===== config.mk =====
export PLATFORM = sky130hd
export DESIGN_NAME = long_word_filter_top
export DESIGN_NICKNAME = d
export VERILOG_FILES = /design/src/sv/lwf_pkg.sv /design/src/sv/lwf_ctrl.sv /design/src/sv/lwf_dp.sv /design/src/sv/long_word_filter_top.sv
export SDC_FILE = /design/constraint.sdc
export NUM_CORES = 1
export LEC_CHECK = 0
export BUFFER_PORTS_ARGS = -buffer_cell sky130_fd_sc_hd__buf_4
export CORE_MARGIN = 1
export CORE_UTILIZATION = 45
export CTS_CLUSTER_SIZE = 16
export DETAILED_ROUTE_END_ITERATION = 8
export PLACE_DENSITY = 0.7
export SKIP_LAST_GASP = 1
export SYNTH_ARGS = -nofsm -noshare
export SYNTH_HDL_FRONTEND = slang
export SYNTH_SLANG_ARGS = --single-unit

===== constraint.sdc =====
create_clock -name clk_i -period 4.1 [get_ports clk_i]
set_input_delay 0 -clock clk_i [delete_from_list [all_inputs] [get_ports clk_i]]
set_output_delay 0 -clock clk_i [all_outputs]
set_load 0.01 [all_outputs]

===== src/sv/lwf_pkg.sv =====
`timescale 1ns / 1ps

package lwf_pkg;

  // Store depth and derived widths
  localparam int MAX_WORD = 32;
  localparam int IDX_W    = (MAX_WORD > 1) ? $clog2(MAX_WORD) : 1;
  localparam int CNT_W    = $clog2(MAX_WORD + 1);
  localparam int LEN_W    = 6;
  localparam int CHAR_W   = 8;
  localparam int CMP_W    = (CNT_W > LEN_W) ? CNT_W : LEN_W;

  localparam logic [LEN_W-1:0] LEN_RESET = LEN_W'(32);

  // Delimiter bytes
  localparam logic [CHAR_W-1:0] CH_SPACE   = 8'h20;
  localparam logic [CHAR_W-1:0] CH_PERIOD  = 8'h2E;
  localparam logic [CHAR_W-1:0] CH_COMMA   = 8'h2C;
  localparam logic [CHAR_W-1:0] CH_NEWLINE = 8'h0A;
  localparam logic [CHAR_W-1:0] CH_NUL     = 8'h00;

  function automatic logic is_delim(input logic [CHAR_W-1:0] c);
    return (c == CH_SPACE) || (c == CH_PERIOD) || (c == CH_COMMA) ||
           (c == CH_NEWLINE) || (c == CH_NUL);
  endfunction

  typedef enum logic [1:0] {
    S_IDLE,
    S_WORD,
    S_DELIM
  } state_e;

  // Controller to datapath
  typedef struct packed {
    logic store_byte;    // write input byte into the store
    logic hold_delim;    // latch input delimiter for later
    logic read_first;    // read store entry zero
    logic read_next;     // advance read index and read
    logic load_word;     // load read data into output register
    logic load_delim_in; // load input delimiter into output register
    logic load_delim_hd; // load held delimiter into output register
    logic clear_word;    // close the open word
  } cmd_t;

  // Datapath to controller
  typedef struct packed {
    logic in_delim;   // input byte is a delimiter
    logic keep_word;  // open word is non-empty, did not overflow and is within the limit
    logic last_byte;  // current read entry is the last of the word
    logic out_free;   // output register can take an item this cycle
  } sts_t;

endpackage


===== src/sv/lwf_ctrl.sv =====
`timescale 1ns / 1ps

module lwf_ctrl (
  input  logic          clk_i,
  input  logic          rst_ni,
  input  logic          in_valid_i,
  output logic          in_ready_o,
  input  lwf_pkg::sts_t sts_i,
  output lwf_pkg::cmd_t cmd_o
);
  import lwf_pkg::*;

  state_e state_q, state_d;

  // State register
  always_ff @(posedge clk_i or negedge rst_ni) begin
    if (!rst_ni) begin
      state_q <= S_IDLE;
    end else begin
      state_q <= state_d;
    end
  end

  // Next state and commands
  always_comb begin
    state_d    = state_q;
    cmd_o      = '0;
    in_ready_o = 1'b0;
    unique case (state_q)
      S_IDLE: begin
        in_ready_o = sts_i.out_free;
        if (in_valid_i && sts_i.out_free) begin
          if (!sts_i.in_delim) begin
            cmd_o.store_byte = 1'b1;
          end else if (sts_i.keep_word) begin
            cmd_o.hold_delim = 1'b1;
            cmd_o.read_first = 1'b1;
            state_d          = S_WORD;
          end else begin
            cmd_o.load_delim_in = 1'b1;
            cmd_o.clear_word    = 1'b1;
          end
        end
      end
      S_WORD: begin
        if (sts_i.out_free) begin
          cmd_o.load_word = 1'b1;
          if (sts_i.last_byte) begin
            state_d = S_DELIM;
          end else begin
            cmd_o.read_next = 1'b1;
          end
        end
      end
      S_DELIM: begin
        if (sts_i.out_free) begin
          cmd_o.load_delim_hd = 1'b1;
          cmd_o.clear_word    = 1'b1;
          state_d             = S_IDLE;
        end
      end
      default: state_d = S_IDLE;
    endcase
  end

endmodule


===== src/sv/lwf_dp.sv =====
`timescale 1ns / 1ps

module lwf_dp (
  input  logic                        clk_i,
  input  logic                        rst_ni,
  input  logic                        cfg_we_i,
  input  logic [lwf_pkg::LEN_W-1:0]   cfg_wdata_i,
  input  logic [lwf_pkg::CHAR_W-1:0]  in_char_i,
  output logic                        out_valid_o,
  input  logic                        out_ready_i,
  output logic [lwf_pkg::CHAR_W-1:0]  out_char_o,
  output logic                        out_last_o,
  input  lwf_pkg::cmd_t               cmd_i,
  output lwf_pkg::sts_t               sts_o
);
  import lwf_pkg::*;

  logic [CHAR_W-1:0] mem_q [MAX_WORD];
  logic [CHAR_W-1:0] rd_data_q;
  logic [LEN_W-1:0]  max_len_q;
  logic [CNT_W-1:0]  cnt_q, cnt_d;
  logic              ovf_q, ovf_d;
  logic [CNT_W-1:0]  rd_cnt_q, rd_cnt_d;
  logic [CNT_W-1:0]  rd_cnt_inc;
  logic [CHAR_W-1:0] delim_q;
  logic              out_valid_q, out_valid_d;
  logic [CHAR_W-1:0] out_char_q, out_char_d;
  logic              out_last_q, out_last_d;
  logic              room;
  logic              out_load;

  assign room       = cnt_q < CNT_W'(MAX_WORD);
  assign rd_cnt_inc = CNT_W'(rd_cnt_q + 1'b1);
  assign out_load   = cmd_i.load_word | cmd_i.load_delim_in | cmd_i.load_delim_hd;

  // Status toward the controller
  always_comb begin
    sts_o.in_delim  = is_delim(in_char_i);
    sts_o.keep_word = !ovf_q && (cnt_q != '0) && (CMP_W'(cnt_q) <= CMP_W'(max_len_q));
    sts_o.last_byte = (rd_cnt_inc == cnt_q);
    sts_o.out_free  = !out_valid_q || out_ready_i;
  end

  // Limit register
  always_ff @(posedge clk_i or negedge rst_ni) begin
    if (!rst_ni) begin
      max_len_q <= LEN_RESET;
    end else if (cfg_we_i) begin
      max_len_q <= cfg_wdata_i;
    end
  end

  // Word store: write at the fill count, registered read
  always_ff @(posedge clk_i) begin
    if (cmd_i.store_byte && room) begin
      mem_q[cnt_q[IDX_W-1:0]] <= in_char_i;
    end
    if (cmd_i.read_first) begin
      rd_data_q <= mem_q[0];
    end else if (cmd_i.read_next) begin
      rd_data_q <= mem_q[rd_cnt_inc[IDX_W-1:0]];
    end
  end

  // Word count, overflow flag and read index
  always_comb begin
    cnt_d    = cnt_q;
    ovf_d    = ovf_q;
    rd_cnt_d = rd_cnt_q;
    if (cmd_i.store_byte) begin
      if (room) begin
        cnt_d = CNT_W'(cnt_q + 1'b1);
      end else begin
        ovf_d = 1'b1;
      end
    end
    if (cmd_i.clear_word) begin
      cnt_d = '0;
      ovf_d = 1'b0;
    end
    if (cmd_i.read_first) begin
      rd_cnt_d = '0;
    end else if (cmd_i.read_next) begin
      rd_cnt_d = rd_cnt_inc;
    end
  end

  always_ff @(posedge clk_i or negedge rst_ni) begin
    if (!rst_ni) begin
      cnt_q    <= '0;
      ovf_q    <= 1'b0;
      rd_cnt_q <= '0;
    end else begin
      cnt_q    <= cnt_d;
      ovf_q    <= ovf_d;
      rd_cnt_q <= rd_cnt_d;
    end
  end

  // Hold the delimiter while the word drains
  always_ff @(posedge clk_i) begin
    if (cmd_i.hold_delim) begin
      delim_q <= in_char_i;
    end
  end

  // Output register
  always_comb begin
    out_valid_d = out_valid_q && !out_ready_i;
    out_char_d  = out_char_q;
    out_last_d  = out_last_q;
    if (out_load) begin
      out_valid_d = 1'b1;
    end
    if (cmd_i.load_word) begin
      out_char_d = rd_data_q;
      out_last_d = 1'b0;
    end else if (cmd_i.load_delim_in) begin
      out_char_d = in_char_i;
      out_last_d = 1'b1;
    end else if (cmd_i.load_delim_hd) begin
      out_char_d = delim_q;
      out_last_d = 1'b1;
    end
  end

  always_ff @(posedge clk_i or negedge rst_ni) begin
    if (!rst_ni) begin
      out_valid_q <= 1'b0;
    end else begin
      out_valid_q <= out_valid_d;
    end
  end

  always_ff @(posedge clk_i) begin
    out_char_q <= out_char_d;
    out_last_q <= out_last_d;
  end

  assign out_valid_o = out_valid_q;
  assign out_char_o  = out_char_q;
  assign out_last_o  = out_last_q;

endmodule


===== src/sv/long_word_filter_top.sv =====
`timescale 1ns / 1ps
// Channel   Direction  Payload                          Accepted when
// s_axis    in         tdata[7:0] = in_char             tvalid && tready
// m_axis    out        tdata[7:0] = out_char, tlast     tvalid && tready
// cfg       in         cfg_wdata_i = max_word_length    cfg_we_i
//
// A word byte is stored and produces nothing; the block stays idle and ready while the output register is free.
// A delimiter with a kept word drains the word, one store read a cycle while the output is free,
// through the single registered read port, then the delimiter. Otherwise the delimiter goes straight out.
// Reset is asynchronous and active low; it clears the count and sets the limit to 32.
// The output register stalls the drain while m_axis_tready is low; input is taken only
// when that register is free or emptying.

module long_word_filter_top (
  input  logic                       clk_i,
  input  logic                       rst_ni,
  input  logic                       cfg_we_i,
  input  logic [lwf_pkg::LEN_W-1:0]  cfg_wdata_i,
  input  logic                       s_axis_tvalid,
  output logic                       s_axis_tready,
  input  logic [7:0]                 s_axis_tdata,  // [7:0] in_char
  output logic                       m_axis_tvalid,
  input  logic                       m_axis_tready,
  output logic [7:0]                 m_axis_tdata,  // [7:0] out_char
  output logic                       m_axis_tlast
);
  import lwf_pkg::*;

  cmd_t cmd;
  sts_t sts;

  lwf_ctrl u_ctrl (
    .clk_i      (clk_i),
    .rst_ni     (rst_ni),
    .in_valid_i (s_axis_tvalid),
    .in_ready_o (s_axis_tready),
    .sts_i      (sts),
    .cmd_o      (cmd)
  );

  lwf_dp u_dp (
    .clk_i       (clk_i),
    .rst_ni      (rst_ni),
    .cfg_we_i    (cfg_we_i),
    .cfg_wdata_i (cfg_wdata_i),
    .in_char_i   (s_axis_tdata),
    .out_valid_o (m_axis_tvalid),
    .out_ready_i (m_axis_tready),
    .out_char_o  (m_axis_tdata),
    .out_last_o  (m_axis_tlast),
    .cmd_i       (cmd),
    .sts_o       (sts)
  );

  // Input is taken only when the output register can take an item
  a_ready_needs_room: assert property (@(posedge clk_i) disable iff (!rst_ni)
    s_axis_tready |-> (!m_axis_tvalid || m_axis_tready))
    else $error("input ready while output register is blocked");

  // A pending word byte means its delimiter is still owed, so input is held off
  a_word_blocks_input: assert property (@(posedge clk_i) disable iff (!rst_ni)
    (m_axis_tvalid && !m_axis_tlast) |-> !s_axis_tready)
    else $error("input ready while a word is still draining");

  // An accepted delimiter is followed by an item in the output register: the delimiter
  // itself, or the first word byte once the store read for it is done
  a_delim_emits: assert property (@(posedge clk_i) disable iff (!rst_ni)
    (s_axis_tvalid && s_axis_tready &&
     ((s_axis_tdata == CH_SPACE) || (s_axis_tdata == CH_PERIOD) ||
      (s_axis_tdata == CH_COMMA) || (s_axis_tdata == CH_NEWLINE) ||
      (s_axis_tdata == CH_NUL))) |-> ##[1:2] m_axis_tvalid)
    else $error("delimiter accepted without an output item");

endmodule

[Yosys cells after proc, flatten, opt, wreduce, memory -nomap -nowiden]
Memories as Yosys holds them, arrays and structs flattened.
Index checks and enable logic that the tools add are counted.
Widths: inputs -> output; s select.
Cells by class
  add/subtract/negate cells: 2
  magnitude comparators: 2
  equality and inequality tests: 14
  multiplexer cells: 41
  bitwise logic cells: 2
  reduce and logical (&&, ||, !) cells: 24
Operators by type and width (number)
  $mux 8: 5
  $mux 6: 5
  $eq 8x6->1 const B: 3
  $mux 2: 11
  $mux 1: 16
  $add 6x1->6 const B: 2
  $eq 8x4->1 const B: 1
  $logic_not 8->1: 1
  $ne 2x1->1 const B: 4
  $reduce_bool 2->1: 4
  $eq 6x6->1: 1
  $le 6x6->1: 1
  $lt 6x6->1 const B: 1
  $mux 3: 2
  $ne 2x2->1 const B: 3
  $pmux 2 s3: 1
  $reduce_and 6->1: 1
  $reduce_bool 6->1: 1
  $logic_and 1x1->1: 5
  $logic_or 1x1->1: 5
  $reduce_and 2->1: 2
  $logic_not 1->1: 3
  $reduce_bool 3->1: 1
  $eq 2x1->1 const B: 1
  other kinds (4): 5
Word-level totals
  flip-flop bits (word level): 47
  memory bits (writable): 256
  input port bits: 19
  output and inout bits: 11
  word-level logic and storage cells: 96
  memories kept: 1
Memories
  u_dp.mem_q: words 32, width 8, rd ports 2, clocked after memory_dff 0, wr ports 1, line lwf_dp.sv:18  | logic [CHAR_W-1:0] mem_q [MAX_WORD];

[Depth between registers and ports, before layout]
  depth in word-level cells: 11
  mapped depth: 10
  mapped depth without buffers: 8

[Hierarchy]
A second synthesis with hierarchy kept.
Second synthesis, totals
  cell total of the unflattened synthesis: 743
  area, all modules: 12662.1 um2
By module, submodules not included
  lwf_dp: times used 1, cells each 723, area each 12487.0 um2, sequential area each 8929.8 um2
  lwf_ctrl: times used 1, cells each 20, area each 175.2 um2, sequential area each 50.0 um2

[Worst setup path after synthesis]
Ideal clock, no wire load.
  path kind: register to register
  start point: reg u_dp.max_len_q[5]
  end point: reg u_dp.out_char_q[0] (netlist: u_dp.out_char_o[0]), enable pin
  arrival: 2.297 ns
  required time: 3.817 ns
  slack: 1.520 ns
  cell stages (with the launch flop): 10
  cells stage by stage: dfstp_2 > inv_1 > ha_1 > and4_1 > a221o_1 > o21ai_1 > a21oi_1 > o21a_1 > buf_2 > or2_1
On the way
  word-level cells in the longest chain between the ends: 7
Ends and longest elaborated chain
  start, declared: line lwf_dp.sv:20  | logic [LEN_W-1:0] max_len_q;
  start signal, assigned: line lwf_dp.sv:49  | max_len_q <= cfg_wdata_i;
  $le 6x6->1: line lwf_dp.sv:39  | sts_o.keep_word = !ovf_q && (cnt_q != '0) && (CMP_W'(cnt_q) <= CMP_W'(max_len_q));
  $logic_and 1x1->1: line lwf_dp.sv:39
  $mux 1: line lwf_ctrl.sv:35  | end else if (sts_i.keep_word) begin
  $mux 1: line lwf_ctrl.sv:33  | if (!sts_i.in_delim) begin
  $mux 1: line lwf_ctrl.sv:32  | if (in_valid_i && sts_i.out_free) begin
  $mux 1: line lwf_ctrl.sv:29  | unique case (state_q)
  $reduce_bool 3->1 (no line)
  end signal, assigned: line lwf_dp.sv:136  | out_char_q <= out_char_d;
  end, declared: line lwf_dp.sv:27  | logic [CHAR_W-1:0] out_char_q, out_char_d;
No other way between the ends.
A chain may end at the register's enable or synchronous reset.

[Final worst setup path]
  start point: reg u_dp.rd_cnt_q[0]
  end point: reg u_dp.rd_data_q[0], data pin
On the way
  word-level cells in the longest chain between the ends: 4
Ends and longest elaborated chain
  start, declared: line lwf_dp.sv:23  | logic [CNT_W-1:0] rd_cnt_q, rd_cnt_d;
  start signal, assigned: line lwf_dp.sv:96  | rd_cnt_q <= rd_cnt_d;
  $add 6x1->6: line lwf_dp.sv:33  | assign rd_cnt_inc = CNT_W'(rd_cnt_q + 1'b1);
  $mem_v2 32x8
  $mux 8: line lwf_dp.sv:60  | end else if (cmd_i.read_next) begin
  $mux 8: line lwf_dp.sv:58  | if (cmd_i.read_first) begin
  end signal, assigned: line lwf_dp.sv:59  | rd_data_q <= mem_q[0];
  end signal, assigned: line lwf_dp.sv:61  | rd_data_q <= mem_q[rd_cnt_inc[IDX_W-1:0]];
  end, declared: line lwf_dp.sv:19  | logic [CHAR_W-1:0] rd_data_q;
No other way between the ends. The select of a mux whose other input is x is not followed.

==> metrics.md <==
| Metric | Value |
|---|---|
| Outcome | finished clean |
| CTS resizes | 0 |
| Sequential area share after synthesis | between 70 and 80% |
| Vias in the first global route | 6378 |
| Storage cell area | 0.00898 mm^2 |
| Final Util | between 50% and 60% |
| Post-synthesis register bit count | 303 |
| Std cell rows | 60 |
| GRT Total Usage | 18.9% |
| CP startpoint kind | flop |
| Antenna Violating Nets Remaining | 0 |
| Max-slew violations | 0 |
| CP Max Fanout | 28 |
| Fin. Hold Viols | 0 |
| Die Height | between 150 and 200 um |
| Max frequency | 0.301 GHz |
| First-pass GRT wire length | between 30000 and 40000 um |
| Drt total wl | 25700 um |
| Diodes inserted | 0 |
| Io pins | 30 |
| Post-layout min period | 3.32 ns |
| Nets | 735 |
| Synth Warn # | 0 |
| Multi-input combinational cell area | approximately 0.0032 mm^2 |
| CTS Buffer Depth | 3 |
| CP arrival | 3.59 ns |
| Tightest Pin Transition | 1.05 ns |
| Crit end category | flop |
| Filler Cells Inserted | 2066 |
| Placer Congestion | 0.816 |
| Cells after Synth | ~640 |
| Mapped Area | 0.0124 mm^2 |
| Initial antenna violation count | 0 |
| Vias | 6193 |
| Max-Cap Viols | 0 |
| WS Path Type | reg2reg |
| Post-DP HPWL | ~16000 um |
| Die ar. | 0.0282 mm^2 |
| Pwr dens | 653 mW/mm^2 |
| Initial Util | 45.9% |
| Total gr overflow | 0 |
| Mean Syn Cell Area | 19.5 um^2 |
| Pin count of the biggest net entering global routing | 49 |
| Residual DRC count | 0 |
| Worst hold path class | in2reg |
| FFs w/ async S/R, synth | 7.26% |
| Slew margin rel. | between 20 and 30% |
| Final Cycle Share | 80.9% |
| Max IR drop VDD | 0.408 mV |
| I/O Buffers | 29 |
| Clock Skews | 0.0125 ns |
| Worst EP required | 4.38 ns |
| Area Overhead vs Synth | 14.0% |
| Core box area | 0.0270 mm^2 |
| 1st-iter DRT viols | approximately 670 |
| Lkg Pwr | about 0.0047 uW |
| Number of synthesized flops with an enable pin | 280 |
| Reg clk slew, reported paths | 0.06 ns |
| RSZ-0062 raised after global routing | false |
| Die span in x | 168 um |
| Share of cells above drive strength 1 | 21.3% |
| Via/cell ratio | about 5.8 |
| Ranking of synthesized cells by area | edfxtp_1 68%, mux4_2 12%, dfrtp_1 4.2% |
| H-tree depth | 1 |
| # setup viols final | 0 |
| Clock sinks | 303 |
| Fin Setup TNS | 0 ns |
| Clock root cell | clkbuf_16 |
| Top-area cell type share of the netlist area | 67.8% |
| Prevailing post-synth register cell | edfxtp_1 |
| Synth Net Count | 665 |
| Synth unique cells | 53 |
| First-pass iteration count of the detailed router | 5 |
| Cell taking the most area after synthesis | edfxtp_1 |
| CTS tree | done |
| Clk_lat worst skew | between 0.5 and 0.6 ns |
| CTS buffer count | 30 |
| Wire length per cell | 24.2 um |
[cell type report]
class	instances	area share, %
clock inverter	14	0.814
multi-input combinational	289	22.5
sequential	303	63.5
inverter	14	0.372
clock buffer	37	5.64
tap	341	3.02
timing repair buffer	67	4.14
[sequential cells by signal, indices dropped and copies added (netlist names)]
register / count
u_ctrl.state_q: 2
u_dp.out_last_o: 1
u_dp.mem_q: 256
u_dp.delim_q: 8
u_dp.cnt_q: 6
u_dp.rd_data_q: 8
u_dp.ovf_q: 1
u_dp.out_char_o: 8
u_dp.out_valid_o: 1
u_dp.max_len_q: 6
u_dp.rd_cnt_q: 6
[critical path: stages, from the launching register on]
cell and delay (ns):
dfrtp_4 0.65, ha_2 0.90, buf_4 0.38, mux4_2 0.33
mux4_2 0.50, mux2i_1 0.19, o21ai_1 0.09
[placed cells by master (no fill, tap or decap), drive strengths merged, types with 21 or more instances in the layout]
master,count
o21ai,24
clkbuf,37
nand2,32
buf,39
edfxtp,280
dfrtp,21
dlygate4sd3,28
mux4,80
nor2,50
[final timing paths]
| path | to | from | cells past startpoint | slack, ns |
|---|---|---|---|---|
| worst max-delay path | u_dp.rd_data_q[0]$_DFFE_PP_ | u_dp.rd_cnt_q[0]$_DFFE_PN0P_ | 6 | 0.78 |
| worst min-delay path | u_dp.mem_q[12][0]$_DFFE_PP_ | s_axis_tdata[0] | 2 | 0.07 |
| worst max register to register | u_dp.rd_data_q[0]$_DFFE_PP_ | u_dp.rd_cnt_q[0]$_DFFE_PN0P_ | 6 | 0.78 |
| worst min register to register | u_dp.out_last_o$_SDFFE_PP0P_ | u_dp.out_last_o$_SDFFE_PP0P_ | 1 | 0.47 |
| max in group asynchronous | u_dp.rd_cnt_q[0]$_DFFE_PN0P_ | rst_ni | 4 | 2.06 |
| min in group asynchronous | u_dp.max_len_q[5]$_DFFE_PN1P_ | rst_ni | 3 | 0.49 |
[what timing repair did]
| item | CTS | global route |
|---|---|---|
| hold buffers | 28 | 0 |
| hold endpoints to repair | 263 | 0 |
| buffers inserted | 0 | 0 |
[power breakdown]
part | internal, uW | switching [uW] | leakage [uW]
combinational | 1380 | 1410 | 0.00145
clock | 1490 | 1070 | 0.000445
sequential | 3670 | 230 | 0.00280
[metal layers]
metal / part of all wire, % / wire [um] / GRT usage, % / vias up
met4: 2.6 / 667 / 5.58 / 0
met2: 48 / 12400 / 30.4 / 247
met1: 41 / 10600 / 26.3 / 3198
met3: 7.8 / 2010 / 3.76 / 46
met5: 0 / 0 / 0 / -
li1: - / - / - / 2702
[kinds of logic (layout without fill, tap and decap cells)]
| logic type | Yosys count | in the layout | synth area share [%] |
|---|---|---|---|
| adders and majority gates | 11 | 11 | 1.11 |
| muxes | 95 | 95 | 16.2 |
| xor gates and xnor gates | 16 | 16 | 1.25 |
| buffers and inverters | 43 | 132 | 1.97 |
| DFF | 303 | 303 | 72.4 |
| AOI/OAI and AO/OA | 49 | 49 | 2.58 |
| and+or+nand+nor | 118 | 118 | 4.50 |
[metrics by stage]
step                instances  worst slack, ns  hold slack, ns  instance area (um^2)  total power (uW)
finish                   1065            0.782          0.0747                 14100              9240
global route             1065            0.634          0.0597                 14100              9630
CTS                      1065            0.690          0.0518                 14100              9320
detailed placement        986            0.722         -0.0868                 13000              6750
global placement          986            0.838         -0.0923                 13000              6680
floorplan                 635             1.52          -0.296                 12400              5980
[cells in the mapped netlist, types with 3 or more instances]
cell and instances:
mux4_1 15, nand3_1 5, o21ai_0 5, o21a_1 3, xnor2_1 9, nand2_1 32, nor2_1 50, a21oi_1 9
xor2_1 5, o21ai_1 19, dfrtp_1 21, buf_12 3, buf_2 9, edfxtp_1 280, and3_1 3, ha_1 11
inv_1 13, clkbuf_1 13, nor3_1 3, nand3b_1 6, mux4_2 65, mux2i_1 14, nand2b_1 4
(Power assumes the default switching activity.)
